`src/rtl/core/triangle_tangent_basis_macros.svh`:
```
// assertion macros for the triangle tangent basis block
// used by rtl/core files that check their own control logic
`ifndef TRIANGLE_TANGENT_BASIS_MACROS_SVH
`define TRIANGLE_TANGENT_BASIS_MACROS_SVH

// same-cycle implication
`define TTB_ASSERT(label, ck, rst_n, ante, cons, msg) \
	label: assert property (@(posedge ck) disable iff (!rst_n) (ante) |-> (cons)) \
		else $error(msg);

// next-cycle implication
`define TTB_ASSERT_NEXT(label, ck, rst_n, ante, cons, msg) \
	label: assert property (@(posedge ck) disable iff (!rst_n) (ante) |=> (cons)) \
		else $error(msg);

`endif

```
`src/rtl/core/ttb_pkg.sv`:
```
// shared widths and transaction types for the triangle tangent basis block
// no dependencies; imported by ttb_div, triangle_tangent_basis, the checker and the testbench
`default_nettype none

package ttb_pkg;

	localparam int COORD_WIDTH = 32;
	localparam int FRAC_BITS   = 16;
	localparam int DW          = COORD_WIDTH + 1;
	localparam int PW          = 2 * DW;
	localparam int AW          = PW + 1;
	localparam int RW          = AW + 1;
	localparam int QW          = COORD_WIDTH - 1;
	localparam int NW          = AW + FRAC_BITS;
	localparam int CW          = $clog2(QW + 1);

	typedef struct packed {
		logic signed [COORD_WIDTH-1:0] pos_x;
		logic signed [COORD_WIDTH-1:0] pos_y;
		logic signed [COORD_WIDTH-1:0] pos_z;
		logic signed [COORD_WIDTH-1:0] tex_u;
		logic signed [COORD_WIDTH-1:0] tex_v;
	} vtx_t;

	typedef struct packed {
		logic signed [COORD_WIDTH-1:0] tangent_x;
		logic signed [COORD_WIDTH-1:0] tangent_y;
		logic signed [COORD_WIDTH-1:0] tangent_z;
		logic signed [COORD_WIDTH-1:0] bitangent_x;
		logic signed [COORD_WIDTH-1:0] bitangent_y;
		logic signed [COORD_WIDTH-1:0] bitangent_z;
		logic [1:0]                    corner_index;
		logic                          degenerate;
		logic                          last_of_triangle;
	} res_t;

	typedef struct packed {
		logic          start;
		logic          neg;
		logic [AW-1:0] num;
		logic [AW-1:0] den;
	} div_req_t;

	typedef struct packed {
		logic                   busy;
		logic                   done;
		logic [COORD_WIDTH-1:0] quot;
	} div_rsp_t;

endpackage

`default_nettype wire

```
`src/rtl/core/ttb_div.sv`:
```
// iterative restoring divider: (num * 2^FRAC_BITS) / den, saturated, one bit per cycle
// depends on ttb_pkg
`default_nettype none

module ttb_div (
	input  logic              clk,
	input  logic              arst_n,
	input  ttb_pkg::div_req_t req,
	output ttb_pkg::div_rsp_t rsp
);
	import ttb_pkg::*;

	logic          busy_q;
	logic          done_q;
	logic          sat_q;
	logic          neg_q;
	logic [CW-1:0] cnt_q;
	logic [RW-1:0] rem_q;
	logic [AW-1:0] den_q;
	logic [QW-1:0] nlow_q;
	logic [QW-1:0] quo_q;

	logic [NW-1:0] n_full;
	logic [RW-1:0] n_hi;
	logic [RW-1:0] den_ext;
	logic [RW-1:0] trial;
	logic          ge;
	logic          ovf;
	logic [COORD_WIDTH-1:0] mag;

	assign n_full  = {req.num, {FRAC_BITS{1'b0}}};
	assign n_hi    = RW'(n_full[NW-1:QW]);
	assign ovf     = n_hi >= RW'(req.den);
	assign den_ext = RW'(den_q);
	assign trial   = {rem_q[RW-2:0], nlow_q[QW-1]};
	assign ge      = trial >= den_ext;

	always_ff @(posedge clk or negedge arst_n) begin
		if (!arst_n) begin
			busy_q <= 1'b0;
			done_q <= 1'b0;
			cnt_q  <= '0;
		end else begin
			done_q <= 1'b0;
			if (req.start) begin
				if (ovf) begin
					done_q <= 1'b1;
				end else begin
					busy_q <= 1'b1;
					cnt_q  <= CW'(QW);
				end
			end else if (busy_q) begin
				cnt_q <= cnt_q - 1'b1;
				if (cnt_q == CW'(1)) begin
					busy_q <= 1'b0;
					done_q <= 1'b1;
				end
			end
		end
	end

	always_ff @(posedge clk) begin
		if (req.start) begin
			den_q  <= req.den;
			neg_q  <= req.neg;
			sat_q  <= ovf;
			rem_q  <= n_hi;
			nlow_q <= n_full[QW-1:0];
		end else if (busy_q) begin
			rem_q  <= ge ? trial - den_ext : trial;
			nlow_q <= {nlow_q[QW-2:0], 1'b0};
			quo_q  <= {quo_q[QW-2:0], ge};
		end
	end

	assign mag = {1'b0, quo_q};

	always_comb begin
		rsp.busy = busy_q;
		rsp.done = done_q;
		if (sat_q) begin
			rsp.quot = neg_q ? {1'b1, {QW{1'b0}}} : {1'b0, {QW{1'b1}}};
		end else begin
			rsp.quot = neg_q ? -mag : mag;
		end
	end

endmodule

`default_nettype wire

```
`config.mk`:
```
export PLATFORM = sky130hd
export DESIGN_NAME = ttb_div
export DESIGN_NICKNAME = d
export VERILOG_FILES = /design/src/rtl/core/triangle_tangent_basis_macros.svh /design/src/rtl/core/ttb_pkg.sv /design/src/rtl/core/ttb_div.sv
export SDC_FILE = /design/constraint.sdc
export NUM_CORES = 1
export LEC_CHECK = 0
export ABC_AREA = 1
export BUFFER_PORTS_ARGS = -buffer_cell sky130_fd_sc_hd__buf_2
export CORE_ASPECT_RATIO = 0.6
export CORE_UTILIZATION = 55
export CTS_CLUSTER_SIZE = 20
export DETAILED_ROUTE_END_ITERATION = 12
export PLACE_DENSITY = 0.78
export REMOVE_ABC_BUFFERS = 1
export SYNTH_ARGS = -nofsm -noshare
export SYNTH_HDL_FRONTEND = slang
export SYNTH_SLANG_ARGS = --single-unit
```
`constraint.sdc`:
```
create_clock -name clk -period 2.3 [get_ports clk]
set_input_delay 0.115 -clock clk [delete_from_list [all_inputs] [get_ports clk]]
set_output_delay 0.115 -clock clk [all_outputs]
set_load 0.05 [all_outputs]
```
==> results of run 1 <==
[through the flow]
| step | hold WS, ns | cell area, µm² | utilization [%] | TNS, ns |
|---|---|---|---|---|
| 3_5_place_dp | -0.0445 | 20100 | 69.4 | -32.71 |
| 3_3_place_gp | -0.0503 | 20100 | 69.4 | -29.77 |
| 4_1_cts | 0.00216 | 25500 | 88.0 | -27.12 |
| 2_1_floorplan | -0.181 | 16100 | - | -132.32 |
[per-layer routing]
metal | GRT usage (%) | overflow
met1 | 85.1 | 7
met2 | 98.7 | 118
met3 | 76.1 | 6
met4 | 88.8 | 68
met5 | 53.1 | 0
[what timing repair did]
action,CTS
pin swaps,158
endpoints found under the setup margin,96
gates cloned,21
hold buffers,135
hold endpoints to repair,141
buffers inserted,75
resized for setup,481
[Yosys cell counts (22+ instances only)]
cell type    n  area [µm²]
nand2_1    915        3430
inv_1      455        1710
xor2_1      23         201
clkbuf_1    22        82.6
nand4_1     26         163
nor2_1     166         623
nand3_1    129         646
xnor2_1     47         412
a21oi_1     92         460
nand3b_1    69         518
ha_1       122        1530
o21ai_0     40         200
edfxtp_1   167        5010
nor3_1      31         155
[logic make-up after synthesis]
group | after synthesis | share of synthesized area, %
buf+inv | 520 | 12.5
compound gates | 164 | 5.44
flops | 189 | 33.6
fa+ha+maj | 123 | 9.46
xor+xnor | 70 | 3.75
simple gates | 1368 | 35.2
==> flow_metrics.py, run 1 <==
metrics = {
    "run_status": {
        "status": "did not finish",
        "lastStage": "global routing (5_1_grt)",
        "stop_error": "[ERROR GRT-0232] Routing congestion too high. Check the congestion heatmap in the GUI.",
    },
    "logic_synthesis": {
        "synth_edf_count": 167,
        "syn-cell-area_um2": 16400,
        "syn_avg_cell_area_um2": 6.72,
        "yosys_warnings": 0,
        "syn_inst": 2434,
        "ys.flop_type": "edfxtp_1",
        "ys_seq_elements": 189,
        "ys_types": 47,
        "ys_seq_area_share_pct": 33.6,
        "async_reset_ff_share_pct": 3.70,
    },
    "placed_design": {
        "portBuffers": 171,
        "dp_slack_ns": -0.680,
        "gp_congestion": 1.02,
        "hpwl_mm": 49.6,
        "dp.cells": 3299,
    },
    "clock_tree": {
        "htree_levels": 4,
        "clockRootBuffer": "clkbuf_16",
        "clk_path_buf_depth": 2,
        "clkSinkCount": 189,
        "cts_buffers": 17,
    },
    "timing": {
        "worstEpCategory": "register data pin",
        "worstEndpointGrtRepair": "rem_q[21]$_DFFE_PP_/D",
    },
    "floorplanning": {
        "die_x_um": 225,
        "start_util_pct": 56.4,
        "ios": 172,
        "die_h_um": 136,
        "row_count": 48,
    },
    "global_routing": {
        "grt_max_degree": 109,
        "grt_use_total_pct": 86.4,
        "overflow": 199,
    },
}
==> run 2, diff against run 1 <==
--- a/config.mk
+++ b/config.mk
@@ -7,11 +7,9 @@
 export LEC_CHECK = 0
 export ABC_AREA = 1
 export BUFFER_PORTS_ARGS = -buffer_cell sky130_fd_sc_hd__buf_2
-export CORE_ASPECT_RATIO = 0.6
-export CORE_UTILIZATION = 55
-export CTS_CLUSTER_SIZE = 20
+export CORE_UTILIZATION = 40
 export DETAILED_ROUTE_END_ITERATION = 12
-export PLACE_DENSITY = 0.78
+export PLACE_DENSITY_LB_ADDON = 0.15
 export REMOVE_ABC_BUFFERS = 1
 export SYNTH_ARGS = -nofsm -noshare
 export SYNTH_HDL_FRONTEND = slang
==> constraint.sdc (replaced) <==
create_clock -name clk -period 3 [get_ports clk]
set_input_delay 0.15 -clock clk [delete_from_list [all_inputs] [get_ports clk]]
set_output_delay 0.15 -clock clk [all_outputs]
set_load 0.05 [all_outputs]
==> flow_metrics.py, run 2 <==
metrics = {
    "pwr": {
        "p_leak_nw": 10.7,
        "p_clk_share_pct": 14.7,
        "ir_worst_vdd_mv": 0.493,
        "switching_share_pct": 48.7,
        "p_comb_share_pct": 60.6,
        "seq_power_share_pct": 24.7,
        "power.switching_w": 0.00751,
        "intPower_w": 0.00790,
        "power_w": 0.0154,
        "power_density_nw_per_um2": 766,
    },
    "logic_synthesis": {
        "synth_top_area_share_pct": 30.7,
        "synth_top_cell_by_area": "edfxtp_1",
        "ys.flop_type": "edfxtp_1",
        "yosys_warnings": 0,
        "syn_avg_cell_area_um2": 6.72,
        "synthMostInstantiatedCell": "nand2_1",
        "syn-cell-area_um2": 16400,
        "async_reset_ff_share_pct": 3.70,
        "synthTopCellsByArea": "edfxtp_1 31%, nand2_1 21%, inv_1 10%, ha_1 9.3%, nand3_1 3.9%",
        "syn_inst": 2434,
        "synth_edf_count": 167,
        "synth_commonest_cells": "915 x nand2_1, 455 x inv_1, 167 x edfxtp_1",
        "ys_types": 47,
        "ys_seq_elements": 189,
        "ys_seq_area_share_pct": 33.6,
    },
    "finish": {
        "postLayoutCellArea_um2": 20100,
        "n_antenna_cell": 0,
        "layout_common_cells": "906 x nand2_1, 451 x inv_1, 167 x edfxtp_1, 164 x buf_2, 162 x nor2_1",
        "reg.largest.list": "den_q x67, rem_q x67, quo_q x31",
        "final_nets": 3018,
        "drive_above_1_share_pct": 11.3,
        "final_util_pct": 50.3,
        "fin_cells": 3295,
        "final_common_cell": "nand2_1",
        "syn_to_final_growth_pct": 23.0,
    },
    "timing": {
        "worst_slew_pin_slew_ns": 0.880,
        "rsz0062_at_grt": "true",
        "fmax_mhz": 349,
        "skew_ns": 0.0164,
        "finalSetupViolations": 0,
        "period_share_pct": 95.6,
        "tns_ns": 0,
        "drv_slew": 0,
        "period_needed_ns": 2.87,
        "relSlewSlack_pct": 41.3,
        "hold_viol_final": 0,
    },
    "worst_setup_path": {
        "crit_required_ns": 3.25,
        "crit_arrival_ns": 3.12,
        "critPathKind": "reg2reg",
        "worstPathMaxFanout": 4,
        "r2r_cells": 18,
        "cp-end-kind": "register",
        "r2r_setup_slack_ns": 0.13,
        "startpoint_type": "register",
    },
    "clock_tree": {
        "clkSinkCount": 189,
        "clk_latency_ns": 0.50,
        "clk_path_buf_depth": 2,
        "cts_tree": "yes",
        "clockRootBuffer": "clkbuf_16",
        "cts_buffers": 17,
        "clkTransAtPathRegs_ns": 0.08,
        "htree_levels": 4,
    },
    "route": {
        "wl_mm": 55.4,
        "drc": 0,
        "drt_iter0_drc": 972,
        "avgViaCountPerCell": 4.86,
        "drtPass1Iterations": 5,
        "num_vias": 16000,
        "drtAntennaViolNets": 0,
        "wire_per_inst_um": 16.8,
    },
    "floorplanning": {
        "row_count": 73,
        "dieArea_um2": 41700,
        "core_um2": 40000,
        "die_h_um": 204,
        "ios": 172,
        "start_util_pct": 40.9,
        "die_x_um": 204,
    },
    "min_path": {
        "hp-class": "in2reg",
        "holdPathStages": 3,
    },
    "placed_design": {
        "placed_cell_area_um2": 18000,
        "gp_congestion": 0.967,
        "dp.cells": 3126,
        "hpwl_mm": 44.4,
        "portBuffers": 171,
    },
    "global_routing": {
        "overflow": 0,
        "antenna_found_initial": 0,
        "grt_pass1_wl_mm": 86.5,
        "grt_max_degree": 83,
        "grt_pass1_vias": 15800,
        "grt_use_total_pct": 27.5,
    },
    "run_status": {
        "status": "finished, final reports clean",
    },
    "run": {
        "maxCapViolCount": 0,
    },
}
run 2: cell counts after synthesis:
No cell type changed its count.
run 2: final timing paths:
path	startpoint	to
hold reg to reg	quo_q[22]	quo_q[23]
min in group asynchronous	arst_n	cnt_q[3]
hold / removal	req[96]	rem_q[14]
setup reg to reg	den_q[0]	rem_q[48]
max in group asynchronous	arst_n	cnt_q[2]
setup / recovery	den_q[0]	rem_q[48]
run 2: power by group through the flow:
stage	logic [W]	registers (W)	clock network, W
2_1_floorplan	0.00612	0.00375	0
3_3_place_gp	0.00901	0.00384	0
3_5_place_dp	0.00902	0.00384	0
4_1_cts	0.00923	0.00379	0.00236
5_1_grt	0.0105	0.00387	0.00242
6_report	0.00934	0.00380	0.00227
run 2: routing by layer:
metal	routed length [µm]	vias to the layer above	GRT usage, %
li1	-	8246	-
met1	26600	7340	38.2
met2	24700	367	43.6
met3	2780	47	3.75
met4	1380	0	9.49
met5	0	-	0
run 2: worst max-delay path, stage by stage (launching register included):
cell and delay (ns):
edfxtp_1 0.38, ha_1 0.23, fa_1 0.42, inv_2 0.11, nand3_1 0.08, nand2_2 0.15, nand2_1 0.09, nand2_2 0.16
nand2_1 0.08, nand2_1 0.12, nand2_1 0.10, nand2_2 0.19, nand2_1 0.12, nand2_1 0.07, nand2_1 0.04, nand2_1 0.08
nand2_1 0.06, nand3_1 0.07, nand2_1 0.06
run 2: what timing repair did:
| action | in CTS | in global routing |
|---|---|---|
| pin swaps | 0 | 9 |
| hold buffers | 136 | 0 |
| hold endpoints to repair | 141 | 0 |
| setup endpoints to repair | 11 | 62 |
| setup buffers | 0 | 1 |
| resized for setup | 8 | 43 |
run 2: area by class of cell:
cell class | count | area, µm²
multi-input combinational | 1725 | 8950
clock buffer | 18 | 439
tap | 525 | 657
sequential | 189 | 5490
clock inverter | 14 | 129
inverter | 472 | 1770
timing repair buffer | 352 | 2670
fill | 4156 | 19900
run 2: kinds of logic (layout without fill, tap and decap cells):
logic type	after synthesis	after routing	share of synthesized area, %
simple gates	1368	1368	35.2
xor+xnor	70	70	3.75
fa+ha+maj	123	123	9.46
compound gates	164	164	5.44
flops	189	189	33.6
buf+inv	520	856	12.5
run 2: metrics by stage:
stage / hold WS, ns / setup WS [ns]
floorplan: -0.146 / -0.739
global placement: -0.0111 / -0.128
detailed placement: -0.00563 / -0.123
CTS: 0.00172 / 0.000705
global route: 0.0445 / -0.0198
finish: 0.0554 / 0.133
Note: power is estimated with default switching activity, not from simulation.
==> run 3, diff against run 2 <==
--- a/config.mk
+++ b/config.mk
@@ -9,7 +9,6 @@
 export BUFFER_PORTS_ARGS = -buffer_cell sky130_fd_sc_hd__buf_2
 export CORE_UTILIZATION = 40
 export DETAILED_ROUTE_END_ITERATION = 12
-export PLACE_DENSITY_LB_ADDON = 0.15
 export REMOVE_ABC_BUFFERS = 1
 export SYNTH_ARGS = -nofsm -noshare
 export SYNTH_HDL_FRONTEND = slang
==> flow_metrics.py, run 3 (same netlist as run 2, synthesis figures left out) <==
metrics = {
    "route": {
        "drtAntennaViolNets": 0,
        "avgViaCountPerCell": 4.89,
        "wl_mm": 55.0,
        "drtPass1Iterations": 5,
        "drc": 0,
        "num_vias": 16100,
        "drt_iter0_drc": 1057,
        "wire_per_inst_um": 16.7,
    },
    "clock_tree": {
        "clk_path_buf_depth": 2,
        "clk_latency_ns": 0.50,
        "cts_tree": "yes",
        "clockRootBuffer": "clkbuf_16",
        "clkSinkCount": 189,
        "htree_levels": 4,
        "cts_buffers": 17,
        "clkTransAtPathRegs_ns": 0.08,
    },
    "floorplanning": {
        "dieArea_um2": 41700,
        "start_util_pct": 40.9,
        "core_um2": 40000,
        "row_count": 73,
        "die_h_um": 204,
        "die_x_um": 204,
        "ios": 172,
    },
    "finish": {
        "final.fill_count": 4148,
        "layout_common_cells": "910 x nand2_1, 453 x inv_1, 167 x edfxtp_1, 165 x buf_2, 164 x nor2_1",
        "reg.largest.list": "den_q x67, rem_q x67, quo_q x31",
        "n_antenna_cell": 0,
        "syn_to_final_growth_pct": 22.2,
        "drive_above_1_share_pct": 10.8,
        "final_nets": 3011,
        "final_common_cell": "nand2_1",
    },
    "pwr": {
        "p_leak_nw": 10.6,
        "power_density_nw_per_um2": 763,
        "power_w": 0.0152,
        "ir_worst_vdd_mv": 0.391,
    },
    "global_routing": {
        "overflow": 0,
        "grt_pass1_vias": 15600,
        "grt_use_total_pct": 27.4,
        "grt_pass1_wl_mm": 86.7,
        "grt_max_degree": 138,
        "antenna_found_initial": 0,
    },
    "min_path": {
        "min_to": "rem_q[14]",
        "hp-class": "in2reg",
        "hp-start": "req[96]",
        "holdPathStages": 3,
    },
    "timing": {
        "relSlewSlack_pct": 43.2,
        "finalSetupViolations": 0,
        "worst_slew_pin_slew_ns": 0.852,
        "fmax_mhz": 354,
        "whs_ns": 0.0603,
        "drv_slew": 0,
        "period_needed_ns": 2.82,
        "layout_setup_ws_ns": 0.178,
        "period_share_pct": 94.1,
        "hold_viol_final": 0,
        "skew_ns": 0.0171,
    },
    "worst_setup_path": {
        "critPathKind": "reg2reg",
        "worstPathMaxFanout": 6,
        "crit_arrival_ns": 3.06,
        "r2r_cells": 16,
        "cp-end-kind": "register",
        "crit_required_ns": 3.24,
        "r2r_setup_slack_ns": 0.18,
        "rr_endpoint": "rem_q[43]",
        "timing.rr.start": "rem_q[1]",
        "startpoint_type": "register",
    },
    "run_status": {
        "status": "finished, final reports clean",
    },
    "run": {
        "maxCapViolCount": 0,
    },
    "placed_design": {
        "dp_slack_ns": -0.0471,
        "portBuffers": 171,
        "hpwl_mm": 43.3,
        "gp_congestion": 0.984,
    },
}
## run 3: cell types whose count changed in the layout (fill, tap and decap cells not counted), sizes merged
cell	previous run	this run
buf	213	208
clkbuf	21	19
inv	478	476
clkinv	5	6
clkinvlp	3	4
## run 3: what timing repair did
action | CTS | global route
resized for setup | 5 | 32
hold endpoints to repair | 141 | 0
hold buffers | 136 | 0
endpoints found under the setup margin | 6 | 55
setup buffers | 0 | 1
## run 3: report_power, final
group	internal [W]	switching, W	total (W)	leakage (nW)
logic	0.00320	0.00601	0.00921	8.44
registers	0.00350	0.000295	0.00380	1.90
clock network	0.00108	0.00115	0.00224	0.260
total	0.00779	0.00745	0.0152	10.6
## run 3: final cells by class
cell class	instances	area (µm²)	share of cell area [%]
well taps	525	657	3.29
flip-flops and latches	189	5490	27.5
repair buffers	345	2580	12.9
clock buffers	18	429	2.15
clock inverters	14	133	0.664
multi-input cells	1725	8910	44.6
inverters	472	1770	8.87
## run 3: through the flow
stage | instance area, µm² | setup TNS [ns] | util [%] | cells
3_5_place_dp | 17900 | -0.0471 | 44.8 | 3119
6_report | 20000 | 0 | 49.9 | 3288
4_1_cts | 19900 | 0 | 49.7 | 3287
5_1_grt | 20000 | -0.00281 | 49.9 | 3288
2_1_floorplan | 16100 | -45.63 | - | 2386
3_3_place_gp | 17900 | -0.0181 | 44.8 | 3119
## run 3: worst max-delay path by stage
stage	from	endpoint	slack [ns]	depth (start not counted)
3_5_place_dp	den_q[0]	rem_q[48]	-0.05	18
5_1_grt	quo_q[0]	rsp[26]	-0.003	14
4_1_cts	quo_q[0]	rsp[18]	0.02	11
2_1_floorplan	rem_q[48]	rem_q[0]	-0.74	14
6_report	rem_q[1]	rem_q[43]	0.18	16
3_3_place_gp	den_q[0]	rem_q[48]	-0.02	18
## run 3: routing by layer
metal	GRT usage (%)	vias to the layer above	part of all wire, %
li1	-	8245	-
met1	38.6	7428	49
met2	44.0	372	45
met3	3.35	36	4.2
met4	7.20	0	1.5
met5	0	-	0
## run 3: worst max-delay path: stages (launching register included)
cell and delay (ns):
edfxtp_1 0.40, ha_1 0.40, nand2_1 0.08, nand2_1 0.08, inv_1 0.04, nand2_1 0.14, nand2_1 0.07, nand2_1 0.27
nand2_1 0.09, nand2_1 0.25, nand3_1 0.27, nand3_1 0.15, nand2_1 0.05, nand2_1 0.07, nand2_1 0.06, nand3_1 0.06
nand2_1 0.06
